$ cat src/sv/signed_decimal_formatter_macros.svh
// ----------------------------------------------------------------------------
// Signed decimal formatter assertion macros
// Shared checking macros for the formatter's concurrent assertions.
// ----------------------------------------------------------------------------
`ifndef SIGNED_DECIMAL_FORMATTER_MACROS_SVH
`define SIGNED_DECIMAL_FORMATTER_MACROS_SVH

// Same-cycle implication, sampled on the rising clock, off during reset.
`define SDF_ASSERT_SAME(label, clk, rstn, ante, cons) \
    label: assert property (@(posedge clk) disable iff (!(rstn)) (ante) |-> (cons)) \
        else $error("signed_decimal_formatter: same-cycle check failed");

// Next-cycle implication, sampled on the rising clock, off during reset.
`define SDF_ASSERT_NEXT(label, clk, rstn, ante, cons) \
    label: assert property (@(posedge clk) disable iff (!(rstn)) (ante) |=> (cons)) \
        else $error("signed_decimal_formatter: next-cycle check failed");

`endif

$ cat src/sv/sdf_pkg.sv
// ----------------------------------------------------------------------------
// Signed decimal formatter package
// Character codes and the BCD digit correction used by the formatter.
// ----------------------------------------------------------------------------
package sdf_pkg;

    localparam int DIGIT_W = 4;
    localparam int CHAR_W  = 7;

    localparam logic [CHAR_W-1:0] CHAR_ZERO  = 7'h30;
    localparam logic [CHAR_W-1:0] CHAR_MINUS = 7'h2D;

    typedef logic [DIGIT_W-1:0] digit_t;
    typedef logic [CHAR_W-1:0]  char_t;

    // Shift-and-add-three correction: a digit of five or more gets three added
    // so that the following left shift carries correctly into the next digit.
    function automatic digit_t dabble_adjust(input digit_t d);
        digit_t r;
        if (d >= 4'd5) begin
            r = d + 4'd3;
        end else begin
            r = d;
        end
        return r;
    endfunction

endpackage

$ cat src/sv/signed_decimal_formatter.sv
// ----------------------------------------------------------------------------
// Signed decimal formatter
// Prints one two's-complement value as a run of ASCII characters.
// ----------------------------------------------------------------------------
// A request carries one DATA_WIDTH-bit two's-complement value. The block
// answers with a run of ASCII characters: '-' for a negative value, then the
// decimal magnitude, most significant digit first, without leading zeros
// (zero prints as "0"). The last character of the run has m_is_last set.
// The magnitude is converted one bit per cycle by a shift-and-add-three BCD
// register. Leading zero digits are then dropped one per cycle, after which
// the block moves on from the first digit that stays to the sign or the
// digits, and one character leaves per cycle while the output side takes
// them. NDIG, the digit capacity, is 10 at the default width of 32 bits.
// s_ready is high only between values.
// ----------------------------------------------------------------------------
module signed_decimal_formatter
    import sdf_pkg::*;
#(
    parameter int DATA_WIDTH = 32
) (
    input  logic                         aclk,
    input  logic                         aresetn,
    input  logic                         s_valid,
    output logic                         s_ready,
    input  logic signed [DATA_WIDTH-1:0] s_signed_value,
    output logic                         m_valid,
    input  logic                         m_ready,
    output logic [CHAR_W-1:0]            m_out_char,
    output logic                         m_is_last
);

    `include "signed_decimal_formatter_macros.svh"

    // Decimal digits needed for any DATA_WIDTH-bit unsigned magnitude.
    localparam int NDIG      = ((DATA_WIDTH * 1233) >> 12) + 1;
    localparam int BCD_W     = NDIG * DIGIT_W;
    localparam int BIT_CNT_W = $clog2(DATA_WIDTH + 1);
    localparam int DIG_CNT_W = $clog2(NDIG + 1);

    typedef enum logic [2:0] {
        ST_IDLE,
        ST_CONV,
        ST_SKIP,
        ST_SIGN,
        ST_EMIT
    } state_t;

    state_t                 state_reg, state_next;
    logic [DATA_WIDTH-1:0]  mag_reg, mag_next;
    logic [BCD_W-1:0]       bcd_reg, bcd_next;
    logic                   neg_reg, neg_next;
    logic [BIT_CNT_W-1:0]   bit_cnt_reg, bit_cnt_next;
    logic [DIG_CNT_W-1:0]   dig_cnt_reg, dig_cnt_next;
    logic                   m_valid_reg, m_valid_next;
    char_t                  m_char_reg, m_char_next;
    logic                   m_last_reg, m_last_next;

    logic                   accept;
    logic                   out_free;
    logic [DATA_WIDTH-1:0]  in_raw;
    logic [BCD_W-1:0]       bcd_adj;
    digit_t                 top_digit;

    assign s_ready    = (state_reg == ST_IDLE);
    assign accept     = s_valid && s_ready;
    assign out_free   = !m_valid_reg || m_ready;
    assign in_raw     = s_signed_value;
    assign top_digit  = bcd_reg[BCD_W-1 -: DIGIT_W];
    assign m_valid    = m_valid_reg;
    assign m_out_char = m_char_reg;
    assign m_is_last  = m_last_reg;

    // Digit corrections ahead of each conversion shift.
    always_comb begin
        for (int i = 0; i < NDIG; i++) begin
            bcd_adj[i*DIGIT_W +: DIGIT_W] = dabble_adjust(bcd_reg[i*DIGIT_W +: DIGIT_W]);
        end
    end

    // Next-state and datapath control.
    always_comb begin
        state_next   = state_reg;
        mag_next     = mag_reg;
        bcd_next     = bcd_reg;
        neg_next     = neg_reg;
        bit_cnt_next = bit_cnt_reg;
        dig_cnt_next = dig_cnt_reg;
        m_valid_next = m_valid_reg && !m_ready;
        m_char_next  = m_char_reg;
        m_last_next  = m_last_reg;

        unique case (state_reg)
            ST_IDLE: begin
                if (accept) begin
                    neg_next     = in_raw[DATA_WIDTH-1];
                    mag_next     = in_raw[DATA_WIDTH-1] ? ({DATA_WIDTH{1'b0}} - in_raw)
                                                        : in_raw;
                    bcd_next     = '0;
                    bit_cnt_next = BIT_CNT_W'(DATA_WIDTH);
                    dig_cnt_next = DIG_CNT_W'(NDIG);
                    state_next   = ST_CONV;
                end
            end
            ST_CONV: begin
                // One magnitude bit enters the BCD register per cycle.
                bcd_next     = {bcd_adj[BCD_W-2:0], mag_reg[DATA_WIDTH-1]};
                mag_next     = {mag_reg[DATA_WIDTH-2:0], 1'b0};
                bit_cnt_next = bit_cnt_reg - 1'b1;
                if (bit_cnt_reg == BIT_CNT_W'(1)) begin
                    state_next = ST_SKIP;
                end
            end
            ST_SKIP: begin
                // Drop leading zeros, but keep at least one digit.
                if ((top_digit == '0) && (dig_cnt_reg != DIG_CNT_W'(1))) begin
                    bcd_next     = {bcd_reg[BCD_W-DIGIT_W-1:0], {DIGIT_W{1'b0}}};
                    dig_cnt_next = dig_cnt_reg - 1'b1;
                end else if (neg_reg) begin
                    state_next = ST_SIGN;
                end else begin
                    state_next = ST_EMIT;
                end
            end
            ST_SIGN: begin
                if (out_free) begin
                    m_valid_next = 1'b1;
                    m_char_next  = CHAR_MINUS;
                    m_last_next  = 1'b0;
                    state_next   = ST_EMIT;
                end
            end
            ST_EMIT: begin
                if (out_free) begin
                    m_valid_next = 1'b1;
                    m_char_next  = CHAR_ZERO | {{(CHAR_W-DIGIT_W){1'b0}}, top_digit};
                    m_last_next  = (dig_cnt_reg == DIG_CNT_W'(1));
                    bcd_next     = {bcd_reg[BCD_W-DIGIT_W-1:0], {DIGIT_W{1'b0}}};
                    dig_cnt_next = dig_cnt_reg - 1'b1;
                    if (dig_cnt_reg == DIG_CNT_W'(1)) begin
                        state_next = ST_IDLE;
                    end
                end
            end
            default: begin
                state_next = ST_IDLE;
            end
        endcase
    end

    // State and registered outputs.
    always_ff @(posedge aclk) begin
        if (!aresetn) begin
            state_reg   <= ST_IDLE;
            m_valid_reg <= 1'b0;
        end else begin
            state_reg   <= state_next;
            m_valid_reg <= m_valid_next;
            mag_reg     <= mag_next;
            bcd_reg     <= bcd_next;
            neg_reg     <= neg_next;
            bit_cnt_reg <= bit_cnt_next;
            dig_cnt_reg <= dig_cnt_next;
            m_char_reg  <= m_char_next;
            m_last_reg  <= m_last_next;
        end
    end

    // A digit about to be printed is a valid decimal digit.
    `SDF_ASSERT_SAME(a_digit_range, aclk, aresetn, (state_reg == ST_EMIT), (top_digit <= 4'd9))

    // The digit count never runs out while digits remain to be handled.
    `SDF_ASSERT_SAME(a_dig_cnt_live, aclk, aresetn,
        ((state_reg == ST_SKIP) || (state_reg == ST_EMIT)), (dig_cnt_reg != '0))

    // The final digit closes the run and frees the input side.
    `SDF_ASSERT_NEXT(a_last_closes, aclk, aresetn,
        ((state_reg == ST_EMIT) && out_free && (dig_cnt_reg == DIG_CNT_W'(1))),
        ((state_reg == ST_IDLE) && m_valid_reg && m_last_reg))

    // A minus sign is never the last character of a run.
    `SDF_ASSERT_SAME(a_minus_not_last, aclk, aresetn,
        (m_valid_reg && (m_char_reg == CHAR_MINUS)), !m_last_reg)

endmodule

$ cat config.mk
export PLATFORM = sky130hd
export DESIGN_NAME = signed_decimal_formatter
export DESIGN_NICKNAME = d
export VERILOG_FILES = /design/src/sv/sdf_pkg.sv /design/src/sv/signed_decimal_formatter.sv
export VERILOG_INCLUDE_DIRS = /design/src /design/src/sv
export SDC_FILE = /design/constraint.sdc
export NUM_CORES = 1
export LEC_CHECK = 0
export BUFFER_PORTS_ARGS = -buffer_cell sky130_fd_sc_hd__buf_2
export CAP_MARGIN = 20
export CORE_MARGIN = 1.5
export CORE_UTILIZATION = 45
export CTS_BUF_LIST = sky130_fd_sc_hd__clkbuf_16
export DETAILED_ROUTE_END_ITERATION = 10
export PLACE_DENSITY = 0.69
export SLEW_MARGIN = 10
export SYNTH_ARGS = -nofsm -noshare
export SYNTH_HDL_FRONTEND = slang
export SYNTH_SLANG_ARGS = --single-unit
$ cat constraint.sdc
create_clock -name aclk -period 8.1 [get_ports aclk]
set_input_delay 1.215 -clock aclk [delete_from_list [all_inputs] [get_ports aclk]]
set_output_delay 1.215 -clock aclk [all_outputs]
set_load 0.03 [all_outputs]
=== Word-level counts from Yosys, hierarchy flattened ===
Cells that the tools add are included.
W data, S select, Z words.

* Register bits: 95
* Bits in latches: 0
* RAM bits: 0
* ROM bits: 0
* Bits of input ports: 36
* Output and inout port bits: 10
* Word-level logic and storage cells: 104
* Memories kept: 0

* Add/sub/neg operators: 13
* Multipliers: 0
* Div/mod/pow operators: 0
* Order comparisons: 10
* Equality and inequality tests: 14
* Shift operators: 0
* Muxes and demuxes: 39
* Bitwise operators: 0
* Reductions and logical operators: 19

{| class="wikitable"
|+ Operators by type and width
! kind !! count
|-
| $pmux W40 S4 || 1
|-
| $mux W40 || 3
|-
| $mux W32 || 2
|-
| $pmux W32 S2 || 1
|-
| $mux W4 || 12
|-
| $ge A4 B3 Y1 const B || 10
|-
| $add A4 B2 Y4 const B || 9
|-
| $sub A1 B32 Y32 const A || 1
|-
| $mux W3 || 8
|-
| $pmux W3 S5 || 1
|-
| $mux W7 || 2
|-
| $pmux W7 S2 || 1
|-
| $ne A2 B2 Y1 const B || 6
|-
| $pmux W4 S3 || 1
|-
| $pmux W6 S2 || 1
|-
| $reduce_and A5 Y1 || 2
|-
| $eq A3 B2 Y1 const B || 2
|-
| $eq A6 B1 Y1 const B || 1
|-
| $mux W6 || 1
|-
| $reduce_and A3 Y1 || 2
|-
| $reduce_and A6 Y1 || 1
|-
| $sub A6 B1 Y6 const B || 1
|-
| $eq A4 B1 Y1 const B || 1
|-
| $logic_not A4 Y1 || 1
|-
| other kinds (17) || 24
|}

=== Longest topological paths before layout ===
* Word-level depth: 4
* Depth in mapped cells: 9
* Depth with buffers taken out: 7

=== Worst setup path before layout ===
No wires, ideal clock.

* Path type: input to register
* Start point: input aresetn
* End point: register bit_cnt_reg[0], enable pin
* Setup time: 0.528 ns
* Arrival: 5.210 ns
* Data required time: 7.572 ns
* Slack: 2.362 ns
* Stages on the path: 3
* Buffers on the path: 1
* Cells stage by stage: clkbuf_1 > inv_1 > nor4_1

* Longest elaborated chain between the ends: 1

{| class="wikitable"
|+ Ends and longest elaborated chain
! what !! RTL line !! RTL
|-
| from (decl) || signed_decimal_formatter.sv:22 || <nowiki>input logic aresetn,</nowiki>
|-
| $reduce_and A3 Y1 (no line) || n/a ||
|-
| to (signal assigned) || signed_decimal_formatter.sv:161 || <nowiki>bit_cnt_reg <= bit_cnt_next;</nowiki>
|-
| to (decl) || signed_decimal_formatter.sv:52 || <nowiki>logic [BIT_CNT_W-1:0] bit_cnt_reg, bit_cnt_next;</nowiki>
|}

No other way between the ends.
A chain may end at the register's enable or synchronous reset.

=== Final worst setup path ===
* Start point: input s_signed_value[1]
* End point: register mag_reg[17] (data pin)

* Longest elaborated chain between the ends: 4

{| class="wikitable"
|+ Ends and longest elaborated chain
! what !! RTL line !! RTL
|-
| from (decl) || signed_decimal_formatter.sv:25 || <nowiki>input logic signed [DATA_WIDTH-1:0] s_signed_value,</nowiki>
|-
| $sub A1 B32 Y32 || signed_decimal_formatter.sv:96 || <nowiki>mag_next = in_raw[DATA_WIDTH-1] ? ({DATA_WIDTH{1'b0}} - in_raw)</nowiki>
|-
| $mux W32 || signed_decimal_formatter.sv:96 ||
|-
| $mux W32 || signed_decimal_formatter.sv:94 || <nowiki>if (accept) begin</nowiki>
|-
| $pmux W32 S2 || signed_decimal_formatter.sv:92 || <nowiki>unique case (state_reg)</nowiki>
|-
| named net mag_next[17] || signed_decimal_formatter.sv:49 || <nowiki>logic [DATA_WIDTH-1:0] mag_reg, mag_next;</nowiki>
|-
| to (signal assigned) || signed_decimal_formatter.sv:158 || <nowiki>mag_reg <= mag_next;</nowiki>
|-
| to (decl) || signed_decimal_formatter.sv:49 ||
|}

The timed path passes the listed nets, and every way through them passes these cells. The select of a mux whose other input is x is not followed.

==> metrics.md <==
| Metric | Value |
|---|---|
| H-tree levels | 3 |
| Crit path cell chain | buf_2 > or4_1 > or4_1 > o31ai_1 > xor2_1 > a21oi_1 |
| Post-synthesis cell area | 5717 sq um |
| Leak Pwr | ~0.0023 uW |
| Clk_lat worst skew | 0.35 ns |
| Diode count | 0 |
| Final wirelength | 10820 um |
| Fmax | around 0.32 GHz |
| Hold crit path type | reg -> reg |
| Pin count of the biggest net entering global routing | 50 |
| CTS Hold Bufs | 0 |
| TritonCTS Sinks | 93 |
| Vias per cell | 5.396 |
| Most frequent cells after synthesis | edfxtp_1, nand2_1, o21ai_0 |
| CP required | a little over 8 ns |
| Final-stage net count | 666 |
| Fin area | 6384 sq um |
| Slowest CP cell | or4_1 |
| Pwr Density | 304.5 nW/um^2 |
| Max rail drop VDD | 0.0001413 V |
| Max reg flops | 40 |
| Die Area | 13390 sq um |
| Initial antenna violation count | 0 |
| Cts bufs inserted | 9 |
| # fillers | 1119 |
| Endpoint class of the critical path | register |
| Post-CTS setup buffer count | 0 |
| CP dominant cell by count | or4_1 |
| CP arrival | roughly 3.2 ns |
| Starting Density | 46.81% |
| Vias in the first global route | about 4100 |
| Asr flop ratio synth | 0% |
| Post-route ant nets | 0 |
| Final setup violation count | 0 |
| Most frequent cell after synthesis | edfxtp_1 |
| Layout cell share with drive strength beyond 1 | roughly an eighth |
| Hold Path Origin | mag_reg[1]$_DFFE_PP_ |
| Register area | 2753 sq um |
| IO Count | 46 |
| Top_reg_cell synth | edfxtp_1 |
| Detailed placement HPWL | 7535 um |
| First-pass GRT wire length | about 19000 um |
| Startpoint Class | primary input |
| Max clock buf depth | 2 |
| Placer Congestion | roughly 0.8 |
| Count of final hold-check violations | 0 |
| CP bufs+invs | 1 |
| Slew headroom | 43.96% |
| Crit-path leading delay family | simple AND/OR/NAND/NOR gates |
| Final routed DRC violation total | 0 |
| Initial DRC count | 191 |
| CTS root buf | clkbuf_16 |
| Hold Slack | between 0.5 and 0.6 ns |
| Drt first pass iters | 5 |
| Register area share after synthesis | 48.15% |
| Synth Register Bits | 93 |
| RR Startpoint | state_reg[0]$_SDFFE_PN0P_ |
| Final Max Tran Viols | 0 |
| Number of synthesis warnings | 0 |
| Mapped Nets | 639 |
| Port Buffer Count | 43 |
| CP max FO | 10 |
| Worst setup startpoint | s_signed_value[1] |
| CORE AREA | ~12000 sq um |
| Setup TNS Final | 0 ns |
| Drt wl/cell | about 14 um |
| Gr ovfl total | 0 |
| RSZ-0062 raised after global routing | false |
| Period Utilization, post-route | about two fifths |
| Synth Instances | 577 |
| Post-synthesis cell type count | 47 |
| Synth area leader | edfxtp_1 |
| Row count | 40 |
| Area contributors post-synth | edfxtp_1, ha_1, o21ai_0 |
| Run status | complete, no violations |
| Die H | 115.7 um |
| Max incr delay on CP | 0.67 ns |
| Max-cap violations | 0 |
| TritonCTS clock tree | built |
| Least-Margin Pin Slew | 0.8369 ns |
| Routed vias | 4187 |
| Setup Skew | 0.009537 ns |
| Minimum clock period after layout | 3.138 ns |
| Syn Area/Cell | 9.908 sq um |
| Area Overhead vs Synth | 11.67% |
| Post-synth top area share | 46.75% |
| Die width | 115.7 um |
| EDFF count, synth | about 90 |
| Critical path class | in -> reg |
| Total global routing track utilization | 17.60% |
| Clk slew on worst S/H paths | 0.06 ns |
| Resize count post-CTS | 0 |
| Area of the multi-input gates | around 2700 sq um |
| Area after DPL | ~6100 sq um |
-- worst min-delay path, delay by kind of cell, from the launching register on --
| kind | cells | cell delay, ns |
|---|---|---|
| flops | 1 | 0.32 |
| compound gates | 1 | 0.05 |
| simple gates | 1 | 0.04 |
-- worst paths after layout --
path / endpoint / slack, ns / depth (start not counted)
worst max register to register: mag_reg[28]$_DFFE_PP_ / 5.54 / 6
worst min-delay path: mag_reg[2]$_DFFE_PP_ / 0.53 / 2
worst min register to register: mag_reg[2]$_DFFE_PP_ / 0.53 / 2
worst max-delay path: mag_reg[17]$_DFFE_PP_ / 4.96 / 6
-- routing by layer --
metal	vias to the layer above	GRT usage, %	wire, um
met5	-	0	0
met4	0	8.049	220
met3	15	2.772	320
met2	73	29.07	5152
met1	1977	22.93	5127
li1	2122	-	-
-- metrics by stage --
stage / power [uW] / worst slack, ns / util, % / instances
CTS: 1959 / 4.986 / 52.27 / 776
global route: 2087 / 4.820 / 52.27 / 776
global placement: 1475 / 4.645 / 49.61 / 760
floorplan: 1340 / 2.362 / - / 577
finish: 1944 / 4.962 / 52.27 / 776
detailed placement: 1515 / 4.592 / 49.77 / 761
-- final cells by class --
cell class,count,area share (%)
Sequential cell,93,43.12
Multi-Input combinational cell,423,42.94
Timing Repair Buffer,48,4.155
Inverter,29,1.705
Clock inverter,6,1.254
Clock buffer,9,3.528
Tap cell,168,3.293
-- logic make-up (layout without fill, tap and decap cells) --
logic type,Yosys count,after routing,synth area share [%]
compound gates,156,156,17.05
mux,4,4,0.7223
simple gates,189,189,16.92
xor+xnor,46,46,7.048
buf+inv,61,92,4.290
fa+ha+maj,26,26,5.690
flops,93,93,48.15
other cells,2,2,0.1314
-- cell usage in the layout (no fill, tap or decap), types with 2 or more instances in the layout --
cell / n
edfxtp_1: 89
nand2_1: 77
o21ai_0: 65
buf_2: 43
a21oi_1: 35
xor2_1: 31
inv_1: 30
nor2_1: 29
ha_1: 26
nand2b_1: 19
o31ai_1: 18
xnor2_1: 15
nor3b_1: 14
a22o_1: 9
clkbuf_16: 9
o21ai_1: 8
or3_1: 7
o41ai_2: 7
nor2b_1: 6
or4_1: 6
nor3_1: 6
or2_2: 4
nor4b_1: 4
a22oi_1: 4
dfxtp_1: 4
buf_4: 4
and2_1: 3
or4_4: 3
mux2i_1: 3
a31oi_1: 3
nand3_1: 2
nand3b_1: 2
conb_1: 2
clkinv_1: 2
bufinv_16: 2
-- where the power goes --
part / switching [uW] / total (uW) / internal [uW]
clock: 174 / 440 / 266
combinational: 402 / 654 / 252
sequential: 113 / 849 / 736
total: 690 / 1940 / 1250
No activity file was read; power rests on OpenSTA's default activity.
